==> config.mk <==
export PLATFORM = sky130hd
export DESIGN_NAME = mono_sprite_rle_decoder_flat
export DESIGN_NICKNAME = d
export VERILOG_FILES = /design/src/rtl/msrd_pkg.sv /design/src/rtl/msrd_if.sv /design/src/rtl/mono_sprite_rle_decoder.sv /design/src/rtl/msrd_cfg_regs.sv /design/src/rtl/msrd_run_unit.sv /design/src/flat_wrapper.sv
export VERILOG_INCLUDE_DIRS = /design/src /design/src/rtl
export SDC_FILE = /design/constraint.sdc
export NUM_CORES = 2
export LEC_CHECK = 0
export CAP_MARGIN = 40
export CORE_MARGIN = 10
export CORE_UTILIZATION = 32
export DETAILED_ROUTE_END_ITERATION = 6
export DONT_BUFFER_PORTS = 1
export GPL_TIMING_DRIVEN = 0
export PLACE_DENSITY = 0.42
export SLEW_MARGIN = 20
export SYNTH_ARGS = -nofsm -noshare
export SYNTH_HDL_FRONTEND = slang
export SYNTH_HIERARCHICAL = 1
export SYNTH_SLANG_ARGS = --single-unit
==> constraint.sdc <==
create_clock -name clk -period 19.8 [get_ports clk]
set_clock_uncertainty 0.2 [all_clocks]
set_input_delay 1.98 -clock clk [delete_from_list [all_inputs] [get_ports clk]]
set_output_delay 1.98 -clock clk [all_outputs]
set_load 0.03 [all_outputs]
==> src/rtl/assert_macros.svh <==
// ---------------------------------------------------------------------------
// assertion macros
// shared concurrent assertion forms, sampled on clk, off while arst_n is low
// ---------------------------------------------------------------------------
`ifndef ASSERT_MACROS_SVH
`define ASSERT_MACROS_SVH

// same-cycle implication
`define MSRD_ASSERT_IMPL(label, ante, cons) \
	label: assert property (@(posedge clk) disable iff (!arst_n) (ante) |-> (cons)) \
		else $error("assertion failed");

// next-cycle implication
`define MSRD_ASSERT_NEXT(label, ante, cons) \
	label: assert property (@(posedge clk) disable iff (!arst_n) (ante) |=> (cons)) \
		else $error("assertion failed");

`endif

==> src/rtl/msrd_pkg.sv <==
// ---------------------------------------------------------------------------
// msrd_pkg
// types and constants of the monochrome sprite run-length decoder
// ---------------------------------------------------------------------------
package msrd_pkg;

	// code byte values
	localparam logic [7:0] CODE_NEWLINE = 8'h00;
	localparam logic [7:0] CODE_END     = 8'h80;
	localparam logic [6:0] RUN_MASK     = 7'h7F;

	// configuration register indexes
	localparam int unsigned CFG_IDX_W = 2;
	localparam logic [CFG_IDX_W-1:0] CFG_ROW_WIDTH = 2'd0;
	localparam logic [CFG_IDX_W-1:0] CFG_ROW_COUNT = 2'd1;

	// reset values
	localparam logic [15:0] ROW_WIDTH_RST = 16'd64;
	localparam logic [15:0] ROW_COUNT_RST = 16'd64;
	localparam logic [31:0] TOTAL_RST     = 32'd4096;

	// one decoded run
	typedef struct packed {
		logic        pixel_color;
		logic [31:0] run_length;
		logic        overflow;
		logic        last_run;
	} run_t;

	// configuration seen by the datapath
	typedef struct packed {
		logic [15:0] row_width;
		logic [31:0] total;
		logic        refresh;
	} cfg_t;

endpackage

==> src/rtl/msrd_if.sv <==
// ---------------------------------------------------------------------------
// msrd channel interfaces
// code byte input, run output and configuration write channels
// ---------------------------------------------------------------------------

// code byte channel
interface msrd_code_if;
	logic       valid;
	logic       ready;
	logic [7:0] code_byte;

	modport source (output valid, output code_byte, input ready);
	modport sink (input valid, input code_byte, output ready);
endinterface

// run channel
interface msrd_run_if;
	logic        valid;
	logic        ready;
	logic        pixel_color;
	logic [31:0] run_length;
	logic        overflow;
	logic        last_run;

	modport source (output valid, output pixel_color, output run_length,
		output overflow, output last_run, input ready);
	modport sink (input valid, input pixel_color, input run_length,
		input overflow, input last_run, output ready);
endinterface

// configuration write channel
interface msrd_cfg_if;
	logic                          valid;
	logic                          ready;
	logic [msrd_pkg::CFG_IDX_W-1:0] index;
	logic [15:0]                   data;

	modport source (output valid, output index, output data, input ready);
	modport sink (input valid, input index, input data, output ready);
endinterface

==> src/rtl/mono_sprite_rle_decoder.sv <==
// ---------------------------------------------------------------------------
// mono_sprite_rle_decoder
// decodes monochrome sprite code bytes into pixel runs, one run per byte
// ---------------------------------------------------------------------------
// channel   | dir | payload                                         | request
// code_in   | in  | code_byte[7:0]                                  | one code byte
// run_out   | out | pixel_color, run_length[31:0], overflow, last_run | one run
// cfg       | in  | index[1:0], data[15:0]                          | register write
//
// one byte per cycle while run_out is ready and no register write settles;
// code_in reaches run_out via the input register, then the run register, with
// the combinational run unit between; a register write holds code_in.ready low
// while the remaining-pixel count settles; arst_n sets the sizes to 64 by 64,
// the remaining count to 4096 and clears the column and emitted-pixel counts;
// a stalled run_out holds the run register and backs up into code_in
// ---------------------------------------------------------------------------
`include "assert_macros.svh"

module mono_sprite_rle_decoder (
	input  logic        clk,
	input  logic        arst_n,
	msrd_cfg_if.sink    cfg,
	msrd_code_if.sink   code_in,
	msrd_run_if.source  run_out
);

	msrd_pkg::cfg_t cfg_c;
	msrd_pkg::run_t run_c;
	msrd_pkg::run_t run_q;

	logic [7:0]  code_s1;
	logic        valid_s1;
	logic        out_valid_q;
	logic        adv;
	logic [15:0] column_q;
	logic [31:0] rest_q;
	logic [31:0] emitted_q;
	logic [15:0] column_nxt;
	logic [31:0] rest_nxt;
	logic [31:0] emitted_nxt;

	msrd_cfg_regs u_cfg (
		.clk     (clk),
		.arst_n  (arst_n),
		.cfg     (cfg),
		.cfg_out (cfg_c)
	);

	msrd_run_unit u_run (
		.code_byte   (code_s1),
		.cfg         (cfg_c),
		.column      (column_q),
		.rest        (rest_q),
		.emitted     (emitted_q),
		.run         (run_c),
		.column_nxt  (column_nxt),
		.rest_nxt    (rest_nxt),
		.emitted_nxt (emitted_nxt)
	);

	// handshake control
	assign adv           = valid_s1 && !cfg_c.refresh && (!out_valid_q || run_out.ready);
	assign code_in.ready = !cfg_c.refresh && (!valid_s1 || adv);

	// input register
	always_ff @(posedge clk or negedge arst_n) begin
		if (!arst_n) begin
			valid_s1 <= 1'b0;
		end else if (code_in.ready) begin
			valid_s1 <= code_in.valid;
		end
	end

	always_ff @(posedge clk) begin
		if (code_in.valid && code_in.ready) begin
			code_s1 <= code_in.code_byte;
		end
	end

	// decoder state, resynced after a register write
	always_ff @(posedge clk or negedge arst_n) begin
		if (!arst_n) begin
			column_q  <= 16'd0;
			rest_q    <= msrd_pkg::TOTAL_RST;
			emitted_q <= 32'd0;
		end else if (cfg_c.refresh) begin
			rest_q <= (emitted_q < cfg_c.total) ? (cfg_c.total - emitted_q) : 32'd0;
		end else if (adv) begin
			column_q  <= column_nxt;
			rest_q    <= rest_nxt;
			emitted_q <= emitted_nxt;
		end
	end

	// run register
	always_ff @(posedge clk or negedge arst_n) begin
		if (!arst_n) begin
			out_valid_q <= 1'b0;
		end else if (adv) begin
			out_valid_q <= 1'b1;
		end else if (run_out.ready) begin
			out_valid_q <= 1'b0;
		end
	end

	always_ff @(posedge clk) begin
		if (adv) begin
			run_q <= run_c;
		end
	end

	assign run_out.valid       = out_valid_q;
	assign run_out.pixel_color = run_q.pixel_color;
	assign run_out.run_length  = run_q.run_length;
	assign run_out.overflow    = run_q.overflow;
	assign run_out.last_run    = run_q.last_run;

	// checks
	`MSRD_ASSERT_IMPL(a_rest_in_total, !cfg_c.refresh, rest_q <= cfg_c.total)
	`MSRD_ASSERT_NEXT(a_end_clears, adv && run_c.last_run, column_q == 16'd0 && emitted_q == 32'd0)
	`MSRD_ASSERT_NEXT(a_clip_empties, adv && run_c.overflow, rest_q == 32'd0)
	`MSRD_ASSERT_IMPL(a_last_not_clipped, out_valid_q, !(run_q.overflow && run_q.last_run))

endmodule

==> src/rtl/msrd_cfg_regs.sv <==
// ---------------------------------------------------------------------------
// msrd_cfg_regs
// sprite size registers with the image pixel total kept alongside
// ---------------------------------------------------------------------------
module msrd_cfg_regs (
	input  logic            clk,
	input  logic            arst_n,
	msrd_cfg_if.sink        cfg,
	output msrd_pkg::cfg_t  cfg_out
);

	logic [15:0] row_width_q;
	logic [15:0] row_count_q;
	logic [31:0] total_q;
	logic        refresh_q;
	logic        wr;
	logic [31:0] prod_w;
	logic [31:0] prod_c;

	assign cfg.ready = 1'b1;
	assign wr        = cfg.valid && cfg.ready;

	// new total from the written value and the other register
	assign prod_w = {16'd0, cfg.data} * {16'd0, row_count_q};
	assign prod_c = {16'd0, row_width_q} * {16'd0, cfg.data};

	// register writes, total follows in the same edge
	always_ff @(posedge clk or negedge arst_n) begin
		if (!arst_n) begin
			row_width_q <= msrd_pkg::ROW_WIDTH_RST;
			row_count_q <= msrd_pkg::ROW_COUNT_RST;
			total_q     <= msrd_pkg::TOTAL_RST;
			refresh_q   <= 1'b0;
		end else begin
			refresh_q <= wr;
			if (wr) begin
				unique case (cfg.index)
					msrd_pkg::CFG_ROW_WIDTH: begin
						row_width_q <= cfg.data;
						total_q     <= prod_w;
					end
					msrd_pkg::CFG_ROW_COUNT: begin
						row_count_q <= cfg.data;
						total_q     <= prod_c;
					end
					default: begin
					end
				endcase
			end
		end
	end

	assign cfg_out.row_width = row_width_q;
	assign cfg_out.total     = total_q;
	assign cfg_out.refresh   = refresh_q;

endmodule

==> src/rtl/msrd_run_unit.sv <==
// ---------------------------------------------------------------------------
// msrd_run_unit
// turns one code byte into a run and the next decoder state
// ---------------------------------------------------------------------------
module msrd_run_unit (
	input  logic [7:0]      code_byte,
	input  msrd_pkg::cfg_t  cfg,
	input  logic [15:0]     column,
	input  logic [31:0]     rest,
	input  logic [31:0]     emitted,
	output msrd_pkg::run_t  run,
	output logic [15:0]     column_nxt,
	output logic [31:0]     rest_nxt,
	output logic [31:0]     emitted_nxt
);

	logic        is_end;
	logic        is_newline;
	logic [15:0] fill_len;
	logic [31:0] len_raw;
	logic        clip;
	logic [31:0] len;
	logic [15:0] column_sum;

	assign is_end     = (code_byte == msrd_pkg::CODE_END);
	assign is_newline = (code_byte == msrd_pkg::CODE_NEWLINE);

	// colour 0 fill to the row end, nothing when already at or past it
	assign fill_len = (column < cfg.row_width) ? (cfg.row_width - column) : 16'd0;

	// requested run length
	always_comb begin
		priority if (is_newline) begin
			len_raw = {16'd0, fill_len};
		end else if (code_byte[7]) begin
			len_raw = {25'd0, code_byte[6:0] & msrd_pkg::RUN_MASK};
		end else begin
			len_raw = {24'd0, code_byte};
		end
	end

	// clip at what is left of the image
	assign clip = (len_raw > rest);
	assign len  = clip ? rest : len_raw;

	assign column_sum = is_newline ? 16'd0 : (column + len[15:0]);

	// result and state update
	always_comb begin
		if (is_end) begin
			run.pixel_color = 1'b0;
			run.run_length  = rest;
			run.overflow    = 1'b0;
			run.last_run    = 1'b1;
			column_nxt      = 16'd0;
			emitted_nxt     = 32'd0;
			rest_nxt        = cfg.total;
		end else begin
			run.pixel_color = !is_newline && !code_byte[7];
			run.run_length  = len;
			run.overflow    = clip;
			run.last_run    = 1'b0;
			column_nxt      = (column_sum == cfg.row_width) ? 16'd0 : column_sum;
			emitted_nxt     = emitted + len;
			rest_nxt        = rest - len;
		end
	end

endmodule
==> src/flat_wrapper.sv <==
// flat-port wrapper written by rule: the top's interface ports become plain ports
module mono_sprite_rle_decoder_flat 
  (clk, arst_n, cfg_valid, cfg_index, cfg_data, cfg_ready, code_in_valid, code_in_code_byte, code_in_ready, run_out_valid, run_out_pixel_color, run_out_run_length, run_out_overflow, run_out_last_run, run_out_ready);
  msrd_cfg_if cfg_i ();
  msrd_code_if code_in_i ();
  msrd_run_if run_out_i ();
  input  logic clk;
  input  logic arst_n;
  input wire logic [$bits(cfg_i.valid)-1:0] cfg_valid;
  input wire logic [$bits(cfg_i.index)-1:0] cfg_index;
  input wire logic [$bits(cfg_i.data)-1:0] cfg_data;
  output wire logic [$bits(cfg_i.ready)-1:0] cfg_ready;
  input wire logic [$bits(code_in_i.valid)-1:0] code_in_valid;
  input wire logic [$bits(code_in_i.code_byte)-1:0] code_in_code_byte;
  output wire logic [$bits(code_in_i.ready)-1:0] code_in_ready;
  output wire logic [$bits(run_out_i.valid)-1:0] run_out_valid;
  output wire logic [$bits(run_out_i.pixel_color)-1:0] run_out_pixel_color;
  output wire logic [$bits(run_out_i.run_length)-1:0] run_out_run_length;
  output wire logic [$bits(run_out_i.overflow)-1:0] run_out_overflow;
  output wire logic [$bits(run_out_i.last_run)-1:0] run_out_last_run;
  input wire logic [$bits(run_out_i.ready)-1:0] run_out_ready;
  assign cfg_i.valid = cfg_valid;
  assign cfg_i.index = cfg_index;
  assign cfg_i.data = cfg_data;
  assign cfg_ready = cfg_i.ready;
  assign code_in_i.valid = code_in_valid;
  assign code_in_i.code_byte = code_in_code_byte;
  assign code_in_ready = code_in_i.ready;
  assign run_out_valid = run_out_i.valid;
  assign run_out_pixel_color = run_out_i.pixel_color;
  assign run_out_run_length = run_out_i.run_length;
  assign run_out_overflow = run_out_i.overflow;
  assign run_out_last_run = run_out_i.last_run;
  assign run_out_i.ready = run_out_ready;
  mono_sprite_rle_decoder u_core (.clk(clk), .arst_n(arst_n), .cfg(cfg_i), .code_in(code_in_i), .run_out(run_out_i));
endmodule
==> impl_metrics.env <==
export IMPL_reg2reg_from="u_core/u_cfg/row_width_q[13]"
export IMPL_worst_r2r_path_depth=30
export IMPL_crit_path_end="u_core/rest_q[25]"
export IMPL_crit_slowest_cell="a21oi_1"
export IMPL_whs_path_depth=2
export IMPL_tns_ns=0
export IMPL_fp_dieH_um=338
export IMPL_grt_max_degree=148
export IMPL_max_freq_mhz=94.5
export IMPL_cp_end_kind="register"
export IMPL_cp_buffers_inverters=5
export IMPL_place_ws_ns=9.22
export IMPL_hold_buffers=0
export IMPL_cts_buffer_depth=2
export IMPL_worst_pin_slew_ns=0.917
export IMPL_ys_seq_area_share_pct=15.4
export IMPL_post_cts_resized=0
export IMPL_syn_area_per_cell_um2=8.45
export IMPL_synth_edff_count=43
export IMPL_synth_cell_types=102
export IMPL_clock_latency_ns=0.53
export IMPL_tritoncts="done"
export IMPL_grt_pass1_wl_um=180000
export IMPL_synth_area_um2=32400
export IMPL_max_cap_violations=0
export IMPL_status="completed"
export IMPL_clkSinkCount=190
export IMPL_totalWireLength_um=119000
export IMPL_slowest_delay_ns=0.72
export IMPL_min_period_over_period_pct=53.4
export IMPL_synthTopCellsByArea="fa_1 24%, ha_1 13%, dfrtp_1 11%, nand2_1 6.7%, inv_1 6.4%"
export IMPL_multi_input_area_um2=24700
export IMPL_hold_path_class="reg2reg"
export IMPL_seq_area_um2=4970
export IMPL_maxSlewHeadroom_pct=38.8
export IMPL_antenna_found_initial=10
export IMPL_hold_ws_ns=0.320
export IMPL_post_cts_setup_buffers=0
export IMPL_ys_flop_type="dfrtp_1"
export IMPL_grt_pass1_vias=27700
export IMPL_synthArstFlopShare_pct=77.4
export IMPL_drt_drc_violations_left=0
export IMPL_track_usage_pct=21.1
export IMPL_core_area_um2=100000
export IMPL_drt_iter0_drc=1482
export IMPL_drive_gt1_share_pct=4.16
export IMPL_drt_pass1_iter_count=5
export IMPL_dp_hpwl_um=98200
export IMPL_io_buffers=0
export IMPL_via_count=26600
export IMPL_overflow=0
export IMPL_ff2ff_setup_slack_ns=9.22
export IMPL_nets=4662
export IMPL_required_ns=20.04
export IMPL_wire_per_inst_um=22.6
export IMPL_yosysTopAreaCellShare_pct=24.3
export IMPL_syn_inst=3827
export IMPL_htree_levels=4
export IMPL_setup_viol=0
export IMPL_start_util_pct=32.3
export IMPL_crit_fanout=12
export IMPL_synth_seq_cells=190
export IMPL_fin_crit_ns=10.58
export IMPL_setup_ws_ns=9.22
export IMPL_nFillCells=10700
export IMPL_crit_type="reg2reg"
export IMPL_ys_warn_count=6
export IMPL_slew_violations=0
export IMPL_viasPerCell=5.05
export IMPL_cts_clk_slew_worst_paths_ns=0.09
export IMPL_dieArea_um2=114000
export IMPL_cts_buffers=17
export IMPL_yosys_area_top_type="fa_1"
export IMPL_die_x_um=338
export IMPL_start_kind="register"
export IMPL_gp_congestion=0.873
export IMPL_area_delta_synth_final_pct=8.65
export IMPL_reg2reg_to="u_core/rest_q[25]"
export IMPL_rsz0062_at_grt="false"
export IMPL_cp_top_family="compound AO/OA/AOI/OAI gates"
export IMPL_hold_viol=0
export IMPL_worst_path_stages=30
export IMPL_dp_cells=5234
export IMPL_row_count=116
export IMPL_ios=69
export IMPL_cp_data_arrival_time_ns=10.82
export IMPL_final_cell_count_no_fill=5272
export IMPL_cp_startpoint="u_core/u_cfg/row_width_q[13]"
export IMPL_root_buffer="clkbuf_16"
export IMPL_ant_nets=0
[state kept, by name, summed over array words and instances (netlist names)]
name and count:
u_core/code_s1 8, u_core/column_q 16, u_core/emitted_q 32, u_core/rest_q 32, u_core/run_out.last_run 1, u_core/run_out.overflow 1, u_core/run_out.pixel_color 1, u_core/run_out.run_length 32
u_core/run_out.valid 1, u_core/u_cfg/refresh_q 1, u_core/u_cfg/row_count_q 16, u_core/u_cfg/row_width_q 16, u_core/u_cfg/total_q 32, u_core/valid_s1 1
[metrics by stage]
stage | instance area [um2] | util, %
3_5_place_dp | 34500 | 34.4
3_3_place_gp | 34100 | 34.0
4_1_cts | 35100 | 35.0
5_1_grt | 35200 | 35.1
2_1_floorplan | 32400 | -
6_report | 35200 | 35.1
[cells by family (layout without fill, tap and decap cells)]
| logic type | count (synthesis) | after routing | share of synthesized area, % |
|---|---|---|---|
| AND/OR/NAND/NOR | 1270 | 1270 | 18.8 |
| XOR/XNOR | 136 | 136 | 3.72 |
| multiplexers | 40 | 40 | 1.33 |
| buffers and inverters | 729 | 802 | 8.60 |
| flip-flops | 190 | 190 | 15.4 |
| AO/OA/AOI/OAI | 730 | 730 | 14.8 |
| other | 2 | 17 | 0.0232 |
| adder cells (fa/ha/maj) | 730 | 730 | 37.3 |
[worst reg2reg max path, delay by kind of cell (launching register included)]
family | cells | cell delay (ns)
AND/OR/NAND/NOR | 10 | 2.71
AO/OA/AOI/OAI | 12 | 3.69
buffers and inverters | 5 | 1.91
flip-flops | 1 | 0.71
adder cells (fa/ha/maj) | 3 | 1.30
[synthesized netlist by cell type, drive strengths merged, types with 22 or more instances]
cell type	count
xnor2	71
dfrtp	143
o21ai	174
nand2b	28
o22ai	25
a211oi	27
edfxtp	43
and2	269
nor2	170
fa	393
nand2	578
ha	337
clkbuf	151
o21a	42
xor2	64
o21bai	23
a21o	101
mux2	22
inv	556
and3	25
nand3	44
a21oi	174
nor3	48
a31oi	38
[cell type report]
class / count / area share [%]
timing repair buffer: 41 / 1.26
antenna: 1 / 0.00712
buffer: 172 / 1.98
clock buffer: 17 / 1.21
clock inverter: 15 / 0.456
tap: 1357 / 4.83
multi-input combinational: 2922 / 70.2
inverter: 557 / 5.95
sequential: 190 / 14.2
[per-layer routing]
layer | share of wire [%] | vias to the layer above | global-route usage, % | wire length (um)
met1 | 45 | 13300 | 27.4 | 53600
li1 | - | 12700 | - | -
met3 | 3.7 | 117 | 2.16 | 4420
met4 | 2.6 | 4 | 5.75 | 3060
met5 | 0.023 | - | 0 | 27
met2 | 49 | 573 | 37.0 | 58000
[placed cells by master, fill, tap and decap left out, drive strengths merged, types with 16 or more instances in the layout]
master    n
nand2   578
inv     566
fa      393
ha      337
and2    269
a21oi   174
o21ai   174
nor2    170
clkbuf  169
dfrtp   143
a21o    101
xnor2    71
xor2     64
buf      61
nor3     48
nand3    44
edfxtp   43
o21a     42
a31oi    38
nand2b   28
a211oi   27
o22ai    25
and3     25
o21bai   23
mux2     22
nand4    21
nor2b    20
mux2i    18
conb     16
o31ai    16
[worst min-delay path by stage]
stage / start / endpoint / slack [ns]
finish: u_core/column_q[14] / u_core/column_q[14] / 0.32
global route: u_core/column_q[14] / u_core/column_q[14] / 0.33
CTS: u_core/column_q[14] / u_core/column_q[14] / 0.32
detailed placement: u_core/column_q[14] / u_core/column_q[14] / 0.30
global placement: u_core/column_q[6] / u_core/column_q[6] / 0.30
floorplan: u_core/u_cfg/total_q[0] / u_core/u_cfg/total_q[0] / 0.27
Power is left out: the tool's default activity adds up to more than one toggle a clock period on the data nets, which glitch-free logic cannot reach.
